### config.mk
export PLATFORM = sky130hd
export DESIGN_NAME = selective_repeat_receiver
export DESIGN_NICKNAME = d
export VERILOG_FILES = /design/src/hw/rtl/srr_pkg.sv /design/src/hw/rtl/srr_ram.sv /design/src/hw/rtl/selective_repeat_receiver.sv
export SDC_FILE = /design/constraint.sdc
export NUM_CORES = 1
export LEC_CHECK = 0
export BUFFER_PORTS_ARGS = -buffer_cell sky130_fd_sc_hd__buf_2
export CORE_MARGIN = 3
export CORE_UTILIZATION = 40
export DETAILED_ROUTE_END_ITERATION = 10
export PLACE_DENSITY = 0.58
export SYNTH_ARGS = -nofsm -noshare
export SYNTH_HDL_FRONTEND = slang
export SYNTH_SLANG_ARGS = --single-unit
### constraint.sdc
create_clock -name clock -period 5.85 [get_ports clock]
set_input_delay 0.2925 -clock clock [delete_from_list [all_inputs] [get_ports clock]]
set_output_delay 0.2925 -clock clock [all_outputs]
set_load 0.02 [all_outputs]
### src/hw/rtl/srr_pkg.sv
// Shared constants and codes for the selective-repeat receiver.
package srr_pkg;

   localparam int WINDOW_MAX    = 16;
   localparam int PAYLOAD_WIDTH = 32;
   localparam int SEQ_W         = 32;
   localparam int WIN_W         = 5;
   localparam int WIN_RESET     = 16;

   localparam int SLOT_W = (WINDOW_MAX > 1) ? $clog2(WINDOW_MAX) : 1;
   localparam int CNT_W  = $clog2(WINDOW_MAX + 1);

   localparam logic [SEQ_W-1:0] SEQ_ALL_ONES = {SEQ_W{1'b1}};

   localparam logic KIND_ACK     = 1'b0;
   localparam logic KIND_DELIVER = 1'b1;

endpackage

### src/hw/rtl/srr_ram.sv
// Generic single-port-write, single-port-read RAM with registered read data.
module srr_ram #(
   parameter int WIDTH = 32,
   parameter int DEPTH = 16
) (
   input  logic                                  clock,
   input  logic                                  wr_en,
   input  logic [(DEPTH > 1 ? $clog2(DEPTH) : 1)-1:0] wr_addr,
   input  logic [WIDTH-1:0]                      wr_data,
   input  logic [(DEPTH > 1 ? $clog2(DEPTH) : 1)-1:0] rd_addr,
   output logic [WIDTH-1:0]                      rd_data
);

   logic [WIDTH-1:0] mem_ff [DEPTH];
   logic [WIDTH-1:0] rd_data_ff;

   always_ff @(posedge clock) begin
      if (wr_en) begin
         mem_ff[wr_addr] <= wr_data;
      end
      rd_data_ff <= mem_ff[rd_addr];
   end

   assign rd_data = rd_data_ff;

endmodule

### src/hw/rtl/selective_repeat_receiver.sv
// Selective-repeat receiver: one packet in, its acknowledgement and in-order deliveries out.
// Each good packet in the current or previous window gets an acknowledgement beat; data then
// releases its in-order words (one slot checked a cycle), each delivery read from its slot first.
// One packet at a time: a new packet is taken only once the last one is through, and each beat
// waits while rsp_stall holds the one before it.
// Reset (synchronous, active high): base 0, no end seen, all slots empty, window 16.
module selective_repeat_receiver
   import srr_pkg::*;
(
   input  logic                     clock,
   input  logic                     reset,
   // configuration
   input  logic                     csr_write_en,
   input  logic [WIN_W-1:0]         csr_window_size,
   // received packets
   input  logic                     req_valid,
   output logic                     req_stall,
   input  logic                     req_checksum_ok,
   input  logic [SEQ_W-1:0]         req_seq_no,
   input  logic                     req_is_end,
   input  logic [PAYLOAD_WIDTH-1:0] req_payload,
   // results
   output logic                     rsp_valid,
   input  logic                     rsp_stall,
   output logic                     rsp_result_kind,
   output logic [SEQ_W-1:0]         rsp_out_seq,
   output logic [PAYLOAD_WIDTH-1:0] rsp_out_payload,
   output logic                     rsp_last,
   output logic                     rsp_finished
);

   // Sequencer codes
   localparam logic [3:0] ST_IDLE  = 4'd0;  // take a packet
   localparam logic [3:0] ST_LIMIT = 4'd1;  // form window bounds
   localparam logic [3:0] ST_CLASS = 4'd2;  // classify against both windows
   localparam logic [3:0] ST_STORE = 4'd3;  // park a data word in its slot
   localparam logic [3:0] ST_SCAN  = 4'd4;  // count the in-order run from the base
   localparam logic [3:0] ST_FIN   = 4'd5;  // work out the finished flag
   localparam logic [3:0] ST_ACK   = 4'd6;  // send the acknowledgement beat
   localparam logic [3:0] ST_DRD   = 4'd7;  // wait for slot read data
   localparam logic [3:0] ST_DOUT  = 4'd8;  // send one delivery beat, advance the base

   localparam int SUM_W = CNT_W + 1;

   // Add an offset to a slot index and wrap it round the ring (offset below WINDOW_MAX+1).
   function automatic logic [SLOT_W-1:0] slot_add(input logic [SLOT_W-1:0] idx,
                                                  input logic [CNT_W-1:0]  off);
      logic [SUM_W-1:0] sum;
      sum = SUM_W'(idx) + SUM_W'(off);
      if (sum >= SUM_W'(WINDOW_MAX)) begin
         sum = sum - SUM_W'(WINDOW_MAX);
      end
      return sum[SLOT_W-1:0];
   endfunction

   logic [3:0]               state_ff, state_in;
   logic [WIN_W-1:0]         win_ff, win_in;

   // Receiver state
   logic [SEQ_W-1:0]         base_ff, base_in;
   logic [SLOT_W-1:0]        base_idx_ff, base_idx_in;   // base mod WINDOW_MAX
   logic                     end_seen_ff, end_seen_in;
   logic [SEQ_W-1:0]         end_seq_ff, end_seq_in;
   logic [WINDOW_MAX-1:0]    valid_ff, valid_in;
   logic                     done_ff, done_in;

   // Packet held while it is worked on
   logic [SEQ_W-1:0]         seq_ff, seq_in;
   logic                     is_end_ff, is_end_in;
   logic [PAYLOAD_WIDTH-1:0] data_ff, data_in;
   logic [SEQ_W-1:0]         lower_ff, lower_in;
   logic [SEQ_W:0]           limit_ff, limit_in;
   logic [CNT_W-1:0]         diff_ff, diff_in;
   logic [CNT_W-1:0]         count_ff, count_in;
   logic                     fin_ff, fin_in;

   // Output register
   logic                     rsp_valid_ff, rsp_valid_in;
   logic                     rsp_kind_ff, rsp_kind_in;
   logic [SEQ_W-1:0]         rsp_seq_ff, rsp_seq_in;
   logic [PAYLOAD_WIDTH-1:0] rsp_payload_ff, rsp_payload_in;
   logic                     rsp_last_ff, rsp_last_in;
   logic                     rsp_fin_ff, rsp_fin_in;

   // Slot store
   logic                     ram_wr_en;
   logic [SLOT_W-1:0]        ram_wr_addr;
   logic [PAYLOAD_WIDTH-1:0] ram_rd_data;

   logic [CNT_W-1:0]         win_eff;
   logic [SLOT_W-1:0]        store_idx;
   logic [SLOT_W-1:0]        scan_idx;
   logic [SEQ_W-1:0]         base_end;
   logic                     in_prev;
   logic                     in_win;
   logic                     out_free;
   logic                     req_take;

   srr_ram #(
      .WIDTH (PAYLOAD_WIDTH),
      .DEPTH (WINDOW_MAX)
   ) u_slots (
      .clock   (clock),
      .wr_en   (ram_wr_en),
      .wr_addr (ram_wr_addr),
      .wr_data (data_ff),
      .rd_addr (base_idx_ff),
      .rd_data (ram_rd_data)
   );

   // Clamp the window to the ring depth
   assign win_eff = (32'(win_ff) > WINDOW_MAX) ? CNT_W'(WINDOW_MAX) : CNT_W'(win_ff);

   assign store_idx = slot_add(base_idx_ff, diff_ff);
   assign scan_idx  = slot_add(base_idx_ff, count_ff);
   assign base_end  = base_ff + SEQ_W'(count_ff);

   assign in_prev = (seq_ff < base_ff) && (seq_ff >= lower_ff);
   assign in_win  = (seq_ff >= base_ff) && ({1'b0, seq_ff} < limit_ff);

   assign out_free  = !rsp_valid_ff || !rsp_stall;
   assign req_stall = (state_ff != ST_IDLE);
   assign req_take  = req_valid && (state_ff == ST_IDLE);

   assign ram_wr_en   = (state_ff == ST_STORE) && !valid_ff[store_idx];
   assign ram_wr_addr = store_idx;

   always_comb begin
      state_in       = state_ff;
      win_in         = csr_write_en ? csr_window_size : win_ff;
      base_in        = base_ff;
      base_idx_in    = base_idx_ff;
      end_seen_in    = end_seen_ff;
      end_seq_in     = end_seq_ff;
      valid_in       = valid_ff;
      done_in        = done_ff;
      seq_in         = seq_ff;
      is_end_in      = is_end_ff;
      data_in        = data_ff;
      lower_in       = lower_ff;
      limit_in       = limit_ff;
      diff_in        = diff_ff;
      count_in       = count_ff;
      fin_in         = fin_ff;
      rsp_valid_in   = rsp_valid_ff && rsp_stall;
      rsp_kind_in    = rsp_kind_ff;
      rsp_seq_in     = rsp_seq_ff;
      rsp_payload_in = rsp_payload_ff;
      rsp_last_in    = rsp_last_ff;
      rsp_fin_in     = rsp_fin_ff;

      unique case (state_ff)
         ST_IDLE: begin
            if (req_take) begin
               seq_in    = req_seq_no;
               is_end_in = req_is_end;
               data_in   = req_payload;
               // Drop bad beats, and everything once the transfer is done
               if (req_checksum_ok && !done_ff) begin
                  state_in = ST_LIMIT;
               end
            end
         end
         ST_LIMIT: begin
            // Lower bound clamps at zero; upper bound is kept one bit wider so it cannot wrap
            lower_in = (base_ff >= SEQ_W'(win_eff)) ? base_ff - SEQ_W'(win_eff) : '0;
            limit_in = {1'b0, base_ff} + (SEQ_W + 1)'(win_eff);
            state_in = ST_CLASS;
         end
         ST_CLASS: begin
            diff_in  = CNT_W'(seq_ff - base_ff);
            count_in = '0;
            priority if (in_prev) begin
               state_in = ST_FIN;
            end else if (in_win && is_end_ff) begin
               end_seen_in = 1'b1;
               end_seq_in  = seq_ff;
               state_in    = ST_FIN;
            end else if (in_win) begin
               state_in = ST_STORE;
            end else begin
               state_in = ST_IDLE;
            end
         end
         ST_STORE: begin
            // A duplicate keeps the word already held
            valid_in[store_idx] = 1'b1;
            state_in            = ST_SCAN;
         end
         ST_SCAN: begin
            if ((count_ff == CNT_W'(WINDOW_MAX)) || !valid_ff[scan_idx]) begin
               state_in = ST_FIN;
            end else begin
               count_in = count_ff + CNT_W'(1);
            end
         end
         ST_FIN: begin
            fin_in   = end_seen_ff && (base_end == end_seq_ff);
            done_in  = end_seen_ff && (base_end == end_seq_ff);
            state_in = ST_ACK;
         end
         ST_ACK: begin
            if (out_free) begin
               rsp_valid_in   = 1'b1;
               rsp_kind_in    = KIND_ACK;
               rsp_seq_in     = seq_ff;
               rsp_payload_in = '0;
               rsp_last_in    = (count_ff == '0);
               rsp_fin_in     = fin_ff;
               state_in       = (count_ff == '0) ? ST_IDLE : ST_DRD;
            end
         end
         ST_DRD: begin
            state_in = ST_DOUT;
         end
         ST_DOUT: begin
            if (out_free) begin
               rsp_valid_in          = 1'b1;
               rsp_kind_in           = KIND_DELIVER;
               rsp_seq_in            = base_ff;
               rsp_payload_in        = ram_rd_data;
               rsp_last_in           = (count_ff == CNT_W'(1));
               rsp_fin_in            = fin_ff;
               // Free the slot and advance the base, wrapping the ring index with it
               valid_in[base_idx_ff] = 1'b0;
               base_in               = base_ff + SEQ_W'(1);
               if ((base_ff == SEQ_ALL_ONES) || (base_idx_ff == SLOT_W'(WINDOW_MAX - 1))) begin
                  base_idx_in = '0;
               end else begin
                  base_idx_in = base_idx_ff + SLOT_W'(1);
               end
               count_in = count_ff - CNT_W'(1);
               state_in = (count_ff == CNT_W'(1)) ? ST_IDLE : ST_DRD;
            end
         end
         default: begin
            state_in = ST_IDLE;
         end
      endcase
   end

   always_ff @(posedge clock) begin
      if (reset) begin
         state_ff     <= ST_IDLE;
         win_ff       <= WIN_W'(WIN_RESET);
         base_ff      <= '0;
         base_idx_ff  <= '0;
         end_seen_ff  <= 1'b0;
         end_seq_ff   <= SEQ_ALL_ONES;
         valid_ff     <= '0;
         done_ff      <= 1'b0;
         count_ff     <= '0;
         fin_ff       <= 1'b0;
         rsp_valid_ff <= 1'b0;
      end else begin
         state_ff     <= state_in;
         win_ff       <= win_in;
         base_ff      <= base_in;
         base_idx_ff  <= base_idx_in;
         end_seen_ff  <= end_seen_in;
         end_seq_ff   <= end_seq_in;
         valid_ff     <= valid_in;
         done_ff      <= done_in;
         count_ff     <= count_in;
         fin_ff       <= fin_in;
         rsp_valid_ff <= rsp_valid_in;
      end
   end

   // Payload registers: no reset
   always_ff @(posedge clock) begin
      seq_ff         <= seq_in;
      is_end_ff      <= is_end_in;
      data_ff        <= data_in;
      lower_ff       <= lower_in;
      limit_ff       <= limit_in;
      diff_ff        <= diff_in;
      rsp_kind_ff    <= rsp_kind_in;
      rsp_seq_ff     <= rsp_seq_in;
      rsp_payload_ff <= rsp_payload_in;
      rsp_last_ff    <= rsp_last_in;
      rsp_fin_ff     <= rsp_fin_in;
   end

   assign rsp_valid       = rsp_valid_ff;
   assign rsp_result_kind = rsp_kind_ff;
   assign rsp_out_seq     = rsp_seq_ff;
   assign rsp_out_payload = rsp_payload_ff;
   assign rsp_last        = rsp_last_ff;
   assign rsp_finished    = rsp_fin_ff;

endmodule

-- Yosys cells after proc, flatten, opt, wreduce, memory -nomap -nowiden
Memories as Yosys holds them, arrays and structs flattened. A register that Yosys moved wholly into a read port is not among the register bits.
Cells that the tools add are included.
Widths: inputs -> output; s select.
- output and inout bits: 69
- memory bits (writable): 512
- bits in registers: 303
- memories: 1
- memory list (name ; depth ; width ; read ports ; clocked after Yosys merged registers in ; write ports ; RTL line ; text):
    u_slots.mem_ff ; 16 ; 32 ; 1 ; 1 ; 1 ; srr_ram.sv:14 ; logic [WIDTH-1:0] mem_ff [DEPTH];
- reduce and logical (&&, ||, !) cells: 33
- mux-type cells: 44
- order comparisons: 13
- bitwise logic cells: 4
- $add $sub $neg: 12
- equality and inequality tests: 19
- operator list (operator ; count):
    $mux 32 ; 4
    $pmux 32 s2 ; 2
    $ge 32x32->1 ; 2
    $pmux 4 s9 ; 1
    $add 32x5->33 ; 1
    $lt 32x33->1 ; 1
    $add 32x1->32 const B ; 1
    $add 32x5->32 ; 1
    $eq 32x32->1 ; 1
    $eq 32x32->1 const B ; 1
    $ge 32x5->1 ; 1
    $lt 32x32->1 ; 1
    $mux 4 ; 8
    $pmux 16 s2 ; 1
    $sub 32x5->32 ; 1
    $and 16x16->16 ; 1
    $eq 4x3->1 const B ; 4
    $mux 16 ; 1
    $not 16->16 ; 1
    $or 16x16->16 ; 1
    $lt 4x5->1 const B ; 3
    $mux 5 ; 3
    $pmux 5 s3 ; 1
    $add 4x5->6 ; 2
    34 further kinds ; 81

-- Longest topological paths before layout
Gate-level depths: netlist of run 1.
- depth after elaboration: 9
- gate-level depth with buffers: 14
- mapped depth without buffers: 12

-- By module
Synthesis of run 1 repeated with hierarchy kept, for this count alone.
- cell total of the unflattened synthesis: 2467
- area, all modules: 36468.7 sq um
- by module, submodules not included (module ; area each (sq um) ; times used ; cells each):
    srr_ram ; 19835.3 ; 1 ; 838
    selective_repeat_receiver ; 16633.5 ; 1 ; 1629

-- Worst setup path after synthesis of run 1
OpenSTA, ideal clock, no wires.
- path kind: register to register
- start point: register state_ff[2]
- end point: register rsp_last_ff, in the netlist rsp_last (enable)
- required time: 5.360 ns
- arrival time: 4.303 ns
- library setup time: 0.490 ns
- path slack: 1.056 ns
- path buffers: 3
- cell stages (with the launch flop): 8
- cell sequence: dfxtp_1 clkbuf_1 or4b_1 clkbuf_1 clkinv_1 clkbuf_1 nor2_1 nor2_1
- cells in the longest elaborated chain, start to end: 3
- elaborated cells between the ends (all ways): 6
- ends and longest elaborated chain (item ; RTL line ; text):
    start, declared ; selective_repeat_receiver.sv:56 ; logic [3:0] state_ff, state_in;
    start signal, assigned ; selective_repeat_receiver.sv:256 ; state_ff <= state_in;
    $eq 4x3->1 or $eq 4x4->1 (tied branches) ; selective_repeat_receiver.sv:152 ; unique case (state_ff)
    $ne 2x2->1 (no source line) or $reduce_bool 2->1 (tied branches) ; -- ;
    $reduce_and 3->1 (no source line) * ; -- ;
    end signal, assigned ; selective_repeat_receiver.sv:281 ; rsp_last_ff <= rsp_last_in;
    end, declared ; selective_repeat_receiver.sv:82 ; logic rsp_last_ff, rsp_last_in;
Every way passes the cells marked *; elsewhere a longest branch is shown, timed or not.
A chain may end at the register's enable or synchronous reset.

-- Worst setup path in the final report of run 1
- start point: register diff_ff[0]
- end point: memory u_slots.mem_ff[6][7] (enable)
- cells in the longest elaborated chain, start to end: 9
- elaborated cells between the ends (all ways): 10
- ends and longest elaborated chain (item ; RTL line ; text):
    start, declared ; selective_repeat_receiver.sv:73 ; logic [CNT_W-1:0] diff_ff, diff_in;
    start signal, assigned ; selective_repeat_receiver.sv:277 ; diff_ff <= diff_in;
    $add 4x5->6 * ; selective_repeat_receiver.sv:49 ; sum = SUM_W'(idx) + SUM_W'(off);
    $ge 6x5->1 or $sub 4x1->4 (tied branches) ; selective_repeat_receiver.sv:50, selective_repeat_receiver.sv:51 ;
    $mux 4 * ; selective_repeat_receiver.sv:50 ; if (sum >= SUM_W'(WINDOW_MAX)) begin
    $bmux 1 s4 ; selective_repeat_receiver.sv:125 ; assign ram_wr_en = (state_ff == ST_STORE) && !valid_ff[store_idx];
    $mux 1 (implied by the code) ; selective_repeat_receiver.sv:125 ;
    $logic_not 1->1 ; selective_repeat_receiver.sv:125 ;
    $logic_and 1x1->1 ; selective_repeat_receiver.sv:125 ;
    $mux 1 ; srr_ram.sv:18 ; if (wr_en) begin
    $mux 1 (implied by the code) ; srr_ram.sv:19 ; mem_ff[wr_addr] <= wr_data;
    end, declared ; srr_ram.sv:14 ;
Every way passes the cells marked *; elsewhere a longest branch is shown, timed or not. The select of a mux whose other input is x is not followed.

==> results of run 1 <==
routing by layer:
metal  up-vias  track usage (%)  wire length [µm]
met5         -                0                 0
met4         0             7.38              3210
met3       167             3.52              5170
met2       648             32.7             45500
met1     10700             26.4             40000
li1       9549                -                 -
metrics by stage:
| step | cells | setup slack, ns | hold slack (ns) | total power [µW] |
|---|---|---|---|---|
| after detailed placement | 3634 | 1.51 | 0.465 | 7350 |
| after CTS | 3881 | 1.48 | 0.278 | 13300 |
| final | 3881 | 1.52 | 0.300 | 13100 |
| after global placement | 3634 | 1.63 | 0.459 | 7330 |
| after floorplan | 2395 | 1.06 | 0.391 | 7130 |
| after global routing | 3881 | 1.16 | 0.306 | 13600 |
cells by family (layout without fill, tap and decap cells):
| logic type | count (synthesis) | in the layout |
|---|---|---|
| adder cells (fa/ha/maj) | 130 | 130 |
| multiplexers | 210 | 210 |
| AO/OA/AOI/OAI | 266 | 266 |
| XOR/XNOR | 134 | 134 |
| buffers and inverters | 238 | 548 |
| flip-flops | 846 | 846 |
| AND/OR/NAND/NOR | 571 | 571 |
report_power, final:
group / internal (µW) / leakage (µW) / switching (µW)
combinational: 188 / 0.00543 / 280
sequential: 6650 / 0.00766 / 136
clock: 3400 / 0.00152 / 2470
sequential cells by signal (all words and copies together), names as in the netlist, 32 cells and up:
signal           count
u_slots.mem_ff     512
limit_ff            33
base_ff             32
data_ff             32
end_seq_ff          32
lower_ff            32
rsp_out_payload     32
rsp_out_seq         32
seq_ff              32
u_slots.rd_data     32
cell type report:
type	instances	area, µm²
fill	7806	47900
tap	1176	1470
multi-input combinational	1311	11600
clock buffer	110	2430
clock inverter	60	688
timing repair buffer	252	1740
sequential	846	24100
inverter	126	473
worst paths after layout:
path	from	to	cells after the start
worst max-delay path	diff_ff[0]	u_slots.mem_ff[6][7]	10
worst min-delay path	req_valid	seq_ff[31]	2
worst max register to register	diff_ff[0]	u_slots.mem_ff[6][7]	10
worst min register to register	fin_ff	rsp_finished	0
repair_timing:
item | CTS | global route
setup buffers | 0 | 0
hold endpoints to repair | 71 | 0
endpoints found under the setup margin | 0 | 0
hold buffers | 77 | 0
cell usage after synthesis (all sizes together) (43+ instances only):
cell and instances:
edfxtp 713, nand2 169, mux4 167, nor2 142, dfxtp 133, ha 124
inv 123, xnor2 119, a21oi 99, o21ai 90, clkbuf 68, buf 43
==> flow_summary.json, run 1 <==
{
  "outcome": "complete, no violations",
  "start_kind": "register",
  "wirelength_um": 93900,
  "placement.io_buffers": 144,
  "cp_max_fo": 25,
  "drc": 0,
  "yosysTopAreaCell": "edfxtp_1",
  "dieArea_mm2": 0.0952,
  "rsz0062_at_grt": "no",
  "ys_ff_latch": 846,
  "fin_nets": 2833,
  "period_share_pct": 74.0,
  "root_buffer": "clkbuf_16",
  "clk_latency_ns": 0.67,
  "tightest_slew_ns": 1.19,
  "crit_family": "simple AND/OR/NAND/NOR gates",
  "dp_hpwl_um": 62400,
  "max_freq_ghz": 0.231,
  "ant_nets": 0,
  "async_flop_share_pct": 0,
  "synth_edf_count": 713,
  "cellLeakagePower_uw": 0.0146,
  "clockBufferDepth": 3,
  "r2r_setup_slack_ns": 1.52,
  "slowest_stage": "nor2_4",
  "yosysWarnings": 0,
  "cap_violations": 0,
  "routedWlPerCell_um": 24.2,
  "grtUsageTotal_pct": 19.8,
  "worstSetupPathType": "register to register",
  "final_core_util_pct": 47.0,
  "syn_nets": 2601,
  "fin_tns_setup_ns": 0,
  "ioPinCount": 145,
  "syn_avg_cell_area_um2": 15.3,
  "yosys-top-cells-area": "edfxtp_1 58%, mux4_2 10%, dfxtp_1 7.3%",
  "gp_congestion": 0.912,
  "synth_top_area_share_pct": 58.5,
  "crit_top_cell": "nand2_1",
  "via_per_inst": 5.43,
  "postLayoutCellArea_mm2": 0.0425,
  "mostFrequentLayoutCell": "edfxtp_1",
  "yosys.cell_types.count": 82,
  "cts_resized": 0,
  "ys_seq_area_share_pct": 65.7,
  "synth_adder_area_share_pct": 4.56,
  "drv_slew": 0,
  "gr-total-overflow": 0,
  "critPathArrivalTime_ns": 4.71,
  "grt_pass1_vias": 21700,
  "firstDrtPassIters": 5,
  "num_vias": 21100,
  "cts_buffers": 90,
  "relSlewSlack_pct": 20.4,
  "path_cells": "ha_1 > fa_1 > mux4_2 > mux2_2 > nand2_1 > o21ai_0 > a311oi_1 > nand2_1 > nor2_4 > buf_4",
  "h-tree-depth": 3,
  "critPathCaptureType": "register",
  "grt_antenna_before_repair": 1,
  "syn-instance-count": 2395,
  "start_util_pct": 40.5,
  "drtIter0Drc": 1675,
  "ir_drop_v": 0.000259,
  "grt_max_degree": 78,
  "cp_data_required_time_ns": 6.23,
  "synth_top_family_by_area": "multiplexers",
  "clock-sinks": 846,
  "grt_pass1_wl_um": 140000,
  "synth-main-ff-cell": "edfxtp_1",
  "hp-class": "primary input to register",
  "cts_tree": "yes",
  "power_density_mw_per_mm2": 309,
  "setup_viol": 0,
  "hold_viol_final": 0,
  "clk_pin_slew_worst_paths_ns": 0.07,
  "fin_skew_ns": 0.0410,
  "synth_compound_area_share_pct": 4.31,
  "dpl_cell_area_mm2": 0.0386,
  "synth-simple-area-share_pct": 7.86,
  "final_cell_mix": "713 x edfxtp_1, 169 x nand2_1, 167 x mux4_2",
  "synthXorXnorAreaFrac_pct": 3.20,
  "core_mm2": 0.0904,
  "synthMuxAreaShare_pct": 11.5,
  "fin_crit_ns": 4.33,
  "die_h_um": 309,
  "final_layout_size_suffix_gt1_share_pct": 21.2,
  "area_growth_pct": 16.1,
  "synth_area_mm2": 0.0366,
  "antennaDiodeCount": 0,
  "cp_num_buf_inv": 1,
  "dieWidth_um": 309,
  "row_count": 110,
  "max_stage_delay_ns": 0.80
}
Power figures use the tool's default switching activity.
==> inputs of run 2 (changes only) <==
==> constraint.sdc (replaced) <==
create_clock -name clock -period 4.01 [get_ports clock]
set_input_delay 0.2005 -clock clock [delete_from_list [all_inputs] [get_ports clock]]
set_output_delay 0.2005 -clock clock [all_outputs]
set_load 0.02 [all_outputs]
==> run 2 against run 1 <==
  * Sequential share of layout area decreased by 0.66 points
  * Global-route usage decreased by 0.48 points
  * Sequential power increased by 46%
  * Highest routed layer unchanged
==> flow_summary.json, run 2 (synthesis gave the netlist of run 1 again) <==
{
  "cellLeakagePower_uw": 0.0148,
  "cp_num_cells": 10,
  "drv_slew": 0,
  "fillers": 7722,
  "cap_violations": 0,
  "critPathCaptureType": "register",
  "clock-sinks": 846,
  "cp_num_buf_inv": 1,
  "p_sw_uw": 4080,
  "outcome": "complete, no violations",
  "top_register": "u_slots.mem_ff",
  "via_per_inst": 5.44,
  "placement.io_buffers": 144,
  "endpoint": "fin_ff",
  "internal_power_uw": 15000,
  "gp_congestion": 0.908,
  "cts_buffers": 90,
  "antennaDiodeCount": 0,
  "gr-total-overflow": 0,
  "h-tree-depth": 3,
  "reg2regPathDepth": 10,
  "clockBufferDepth": 3,
  "cts_resized": 0,
  "die_h_um": 309,
  "start_kind": "register",
  "drc": 0,
  "combPwrFrac_pct": 3.7,
  "fin_skew_ns": 0.0328,
  "clk_pin_slew_worst_paths_ns": 0.06,
  "root_buffer": "clkbuf_16",
  "cts_hold_buf": 77,
  "dp_cells": 3672,
  "crit_family": "compound AO/OA/AOI/OAI gates",
  "r2r_setup_slack_ns": 0.29,
  "wirelength_um": 91400,
  "grt_max_degree": 116,
  "max_freq_ghz": 0.269,
  "critPathArrivalTime_ns": 4.27,
  "whs_ns": 0.243,
  "setup_viol": 0,
  "final_layout_size_suffix_gt1_share_pct": 21.9,
  "start_util_pct": 40.5,
  "cts_tree": "yes",
  "cp_data_required_time_ns": 4.56,
  "hold_viol_final": 0,
  "grtUsageTotal_pct": 19.3,
  "rr_startpoint": "base_ff[0]",
  "ant_nets": 0,
  "reg2reg_to": "fin_ff",
  "routedWlPerCell_um": 23.3,
  "drtIter0Drc": 2085,
  "worstSetupPathType": "register to register",
  "mostFrequentLayoutCell": "edfxtp_1",
  "relSlewSlack_pct": 23.5,
  "fin_nets": 2871,
  "num_vias": 21300,
  "grt_pass1_wl_um": 138000,
  "startpoint": "base_ff[0]",
  "row_count": 110,
  "p_clk_share_pct": 44.3,
  "sequentialPowerShare_pct": 52.0,
  "dp_hpwl_um": 62100,
  "rsz0062_at_grt": "no",
  "area_growth_pct": 17.5,
  "finalNonFillerCells": 3914,
  "power_density_mw_per_mm2": 443,
  "post_cts_buffers": 0,
  "grt_pass1_vias": 21500,
  "clk_latency_ns": 0.66,
  "switching_share_pct": 21.4,
  "dieWidth_um": 309,
  "dpl_cell_area_mm2": 0.0392,
  "firstDrtPassIters": 5,
  "dieArea_mm2": 0.0952,
  "tightest_slew_ns": 1.15,
  "cp_max_fo": 9,
  "ir_drop_v": 0.000325,
  "final_cell_mix": "713 x edfxtp_1, 169 x nand2_1, 167 x mux4_2",
  "grt_antenna_before_repair": 4,
  "largestRegisters": "u_slots.mem_ff: 512 flops, limit_ff: 33 flops",
  "fin_crit_ns": 3.72,
  "ioPinCount": 145,
  "period_share_pct": 92.7,
  "path_cells": "ha_1 > inv_1 > fa_1 > nand2b_1 > a21oi_1 > nor2_1 > or3_1 > o41ai_1 > nand4_1 > o31ai_1",
  "max_stage_delay_ns": 0.57,
  "core_mm2": 0.0904,
  "postLayoutCellArea_mm2": 0.0430,
  "hp-class": "primary input to register",
  "largest_reg_flops": 512,
  "slowest_stage": "dfxtp_1"
}
-- run 2: changes by cell type in the layout (fill, tap and decap cells not counted), sizes merged --
cell and change:
clkbuf +10, clkinvlp -3, bufinv -1, clkinv -8, inv -3, buf +38
-- run 2: power groups by stage --
stage	Sequential [µW]	Clock, µW	Combinational, µW
final	9900	8440	702
after global routing	9920	9000	790
after CTS	9900	8650	713
after detailed placement	10100	0	649
after global placement	10100	0	640
after floorplan	9990	0	407
-- run 2: routing by layer --
layer	vias to the layer above	wire length [µm]	GRT usage, %	part of all wire (%)
li1	9607	-	-	-
met1	10800	41100	28.0	45
met2	693	42200	30.2	46
met3	151	5660	3.23	6.2
met4	0	2440	5.86	2.7
met5	-	0	0	0
-- run 2: area by class of cell --
type	instances	area (µm²)	share of cell area, %
Sequential cell	846	24100	56.0
Multi-Input combinational cell	1311	11600	27.1
Clock buffer	120	2530	5.87
Timing Repair Buffer	290	2310	5.37
Tap cell	1176	1470	3.42
Clock inverter	45	520	1.21
Inverter	126	473	1.10
-- run 2: worst min-delay path by stage --
stage               startpoint     endpoint  slack, ns  cells past startpoint
3_3_place_gp   req_payload[30]  data_ff[30]       0.38                      1
2_1_floorplan   req_payload[0]   data_ff[0]       0.30                      0
6_report                 reset  base_ff[28]       0.24                      3
5_1_grt        req_payload[30]  data_ff[30]       0.22                      2
3_5_place_dp   req_payload[15]  data_ff[15]       0.38                      1
4_1_cts        req_payload[31]  data_ff[31]       0.19                      2
-- run 2: tightest hold or removal path, stage by stage --
cell and delay, ns:
buf_2 0.11, buf_4 0.36, nor2_1 0.17
-- run 2: metrics by stage --
stage          setup TNS (ns)  setup WS, ns  utilization [%]  power [µW]
2_1_floorplan         -109.65        -0.229                -       10400
3_3_place_gp                0         0.354             43.4       10700
3_5_place_dp                0         0.334             43.4       10700
4_1_cts                     0         0.285             47.6       19300
5_1_grt                     0        0.0798             47.6       19700
6_report                    0         0.292             47.6       19000
==> inputs of run 3 (changes only) <==
--- a/config.mk
+++ b/config.mk
@@ -7,9 +7,10 @@
 export LEC_CHECK = 0
 export BUFFER_PORTS_ARGS = -buffer_cell sky130_fd_sc_hd__buf_2
 export CORE_MARGIN = 3
-export CORE_UTILIZATION = 40
+export CORE_UTILIZATION = 62
 export DETAILED_ROUTE_END_ITERATION = 10
-export PLACE_DENSITY = 0.58
+export MAX_ROUTING_LAYER = met4
+export PLACE_DENSITY = 0.82
 export SYNTH_ARGS = -nofsm -noshare
 export SYNTH_HDL_FRONTEND = slang
 export SYNTH_SLANG_ARGS = --single-unit
==> run 3 against run 2 <==
  * Register-to-register slack got worse by 0.13 ns
  * Final cell count fell by 11%
  * Setup slack got worse by 0.13 ns
  * Sequential power barely moved
  * Clock skew fell by 0.0088 ns
  * First-iteration DRC count rose by 11%
==> flow_summary.json, run 3 (synthesis gave the netlist of run 1 again) <==
{
  "p_clk_share_pct": 44.1,
  "internal_power_uw": 14900,
  "fin_nets": 2862,
  "sequentialPowerShare_pct": 52.2,
  "p_sw_uw": 4100,
  "whs_ns": 0.266,
  "endpoint": "u_slots.mem_ff[1][30]",
  "start_util_pct": 63.1,
  "critPathArrivalTime_ns": 4.19,
  "gp_congestion": 0.923,
  "outcome": "complete, no violations",
  "rsz0062_at_grt": "no",
  "dieWidth_um": 249,
  "die_h_um": 249,
  "mostFrequentLayoutCell": "edfxtp_1",
  "grt_pass1_vias": 22800,
  "combPwrFrac_pct": 3.6,
  "num_vias": 22200,
  "routedWlPerCell_um": 27.5,
  "hold_viol_final": 0,
  "drc": 0,
  "clk_latency_ns": 0.65,
  "ioPinCount": 145,
  "wirelength_um": 95900,
  "largest_reg_flops": 512,
  "relSlewSlack_pct": 23.6,
  "fin_skew_ns": 0.0240,
  "firstDrtPassIters": 7,
  "placement.io_buffers": 144,
  "fillers": 3519,
  "via_per_inst": 6.37,
  "rr_startpoint": "diff_ff[0]",
  "h-tree-depth": 3,
  "start_kind": "register",
  "drtIter0Drc": 2319,
  "max_freq_ghz": 0.260,
  "setup_viol": 0,
  "r2r_setup_slack_ns": 0.16,
  "clockBufferDepth": 3,
  "fin_crit_ns": 3.85,
  "reg2regPathDepth": 11,
  "grt_antenna_before_repair": 2,
  "startpoint": "diff_ff[0]",
  "finalNonFillerCells": 3494,
  "regArea_mm2": 0.0241,
  "grtUsageTotal_pct": 32.2,
  "switching_share_pct": 21.6,
  "cap_violations": 0,
  "gr-total-overflow": 0,
  "dieArea_mm2": 0.0620,
  "final_cell_mix": "713 x edfxtp_1, 169 x nand2_1, 167 x mux4_2",
  "core_mm2": 0.0580,
  "clk_pin_slew_worst_paths_ns": 0.06,
  "ant_nets": 0,
  "row_count": 88,
  "top_register": "u_slots.mem_ff",
  "cp_data_required_time_ns": 4.35,
  "clock-sinks": 846,
  "area_growth_pct": 15.6,
  "period_share_pct": 95.9,
  "tightest_slew_ns": 1.15,
  "power_uw": 19000,
  "final_layout_size_suffix_gt1_share_pct": 21.6,
  "multi_input_area_mm2": 0.0116,
  "grt_max_degree": 67,
  "dp_hpwl_um": 58300,
  "cellLeakagePower_uw": 0.0148,
  "grt_pass1_wl_um": 145000,
  "critPathCaptureType": "register",
  "cts_buffers": 85,
  "hp-class": "primary input to register",
  "final_core_util_pct": 72.9,
  "cp_max_fo": 8,
  "setup_ws_ns": 0.163,
  "cts_tree": "yes",
  "ir_drop_v": 0.000467,
  "dp_slack_ns": 0.263,
  "drv_slew": 0,
  "reg2reg_to": "u_slots.mem_ff[1][30]",
  "power_density_mw_per_mm2": 448,
  "root_buffer": "clkbuf_16",
  "post_cts_buffers": 0,
  "cts_resized": 0,
  "largestRegisters": "u_slots.mem_ff: 512 flops, limit_ff: 33 flops",
  "dp_cells": 3257,
  "worstSetupPathType": "register to register"
}
-- run 3: cell types whose count changed in the layout (fill, tap and decap cells not counted), moves of 2 or more --
| cell | previous run | this run |
|---|---|---|
| bufinv_16 | 8 | 10 |
| clkinv_1 | 12 | 16 |
| clkinv_16 | 3 | 1 |
| clkbuf_16 | 91 | 87 |
| inv_16 | 1 | 3 |
| buf_12 | 24 | 20 |
| clkbuf_1 | 15 | 11 |
| clkbuf_8 | 14 | 11 |
-- run 3: through the flow --
| step | instance area [µm²] | setup TNS, ns |
|---|---|---|
| final | 42300 | 0 |
| after global routing | 42300 | 0 |
| after CTS | 42300 | 0 |
| after detailed placement | 38600 | 0 |
| after global placement | 38600 | 0 |
| after floorplan | 36600 | -109.65 |
-- run 3: critical path, cell delays in order, from the launching register on --
cell and delay (ns):
edfxtp_1 0.37, ha_1 0.22, fa_1 0.68, mux4_2 0.35, mux2_2 0.27, nand2_1 0.06
o21ai_0 0.10, a311oi_1 0.29, buf_4 0.18, nand2_1 0.25, nor2_4 0.48, buf_4 0.28
-- run 3: area by class of cell --
class                   count  share of cell area (%)
clock buffers             109                    5.60
well taps                 765                    2.26
diodes                      1                 0.00591
clock inverters            50                    1.34
flip-flops and latches    846                    56.9
repair buffers            286                    5.27
multi-input cells        1311                    27.5
inverters                 126                    1.12
-- run 3: what timing repair did --
item	in CTS	in global routing
hold buffers	77	0
endpoints found under the setup margin	0	0
hold endpoints to repair	71	0
-- run 3: power groups by stage --
stage | combinational (µW) | sequential (µW) | clock (µW)
6_report | 689 | 9900 | 8360
5_1_grt | 757 | 9920 | 8790
4_1_cts | 683 | 9900 | 8440
3_5_place_dp | 612 | 10100 | 0
3_3_place_gp | 575 | 10100 | 0
2_1_floorplan | 407 | 9990 | 0
-- run 3: per-layer routing --
layer	track usage [%]	part of all wire, %
met1	41.5	38
met2	53.4	51
met3	4.73	7.2
met4	10.4	3.2
met5	-	0
-- run 3: worst min path at each step --
stage | to | slack [ns] | cells past startpoint | start
after floorplan | data_ff[0] | 0.30 | 0 | req_payload[0]
after global placement | data_ff[9] | 0.38 | 1 | req_payload[9]
after detailed placement | seq_ff[19] | 0.38 | 1 | req_seq_no[19]
after CTS | data_ff[8] | 0.23 | 2 | req_payload[8]
after global routing | seq_ff[8] | 0.26 | 2 | req_seq_no[8]
final | data_ff[14] | 0.27 | 2 | req_payload[14]
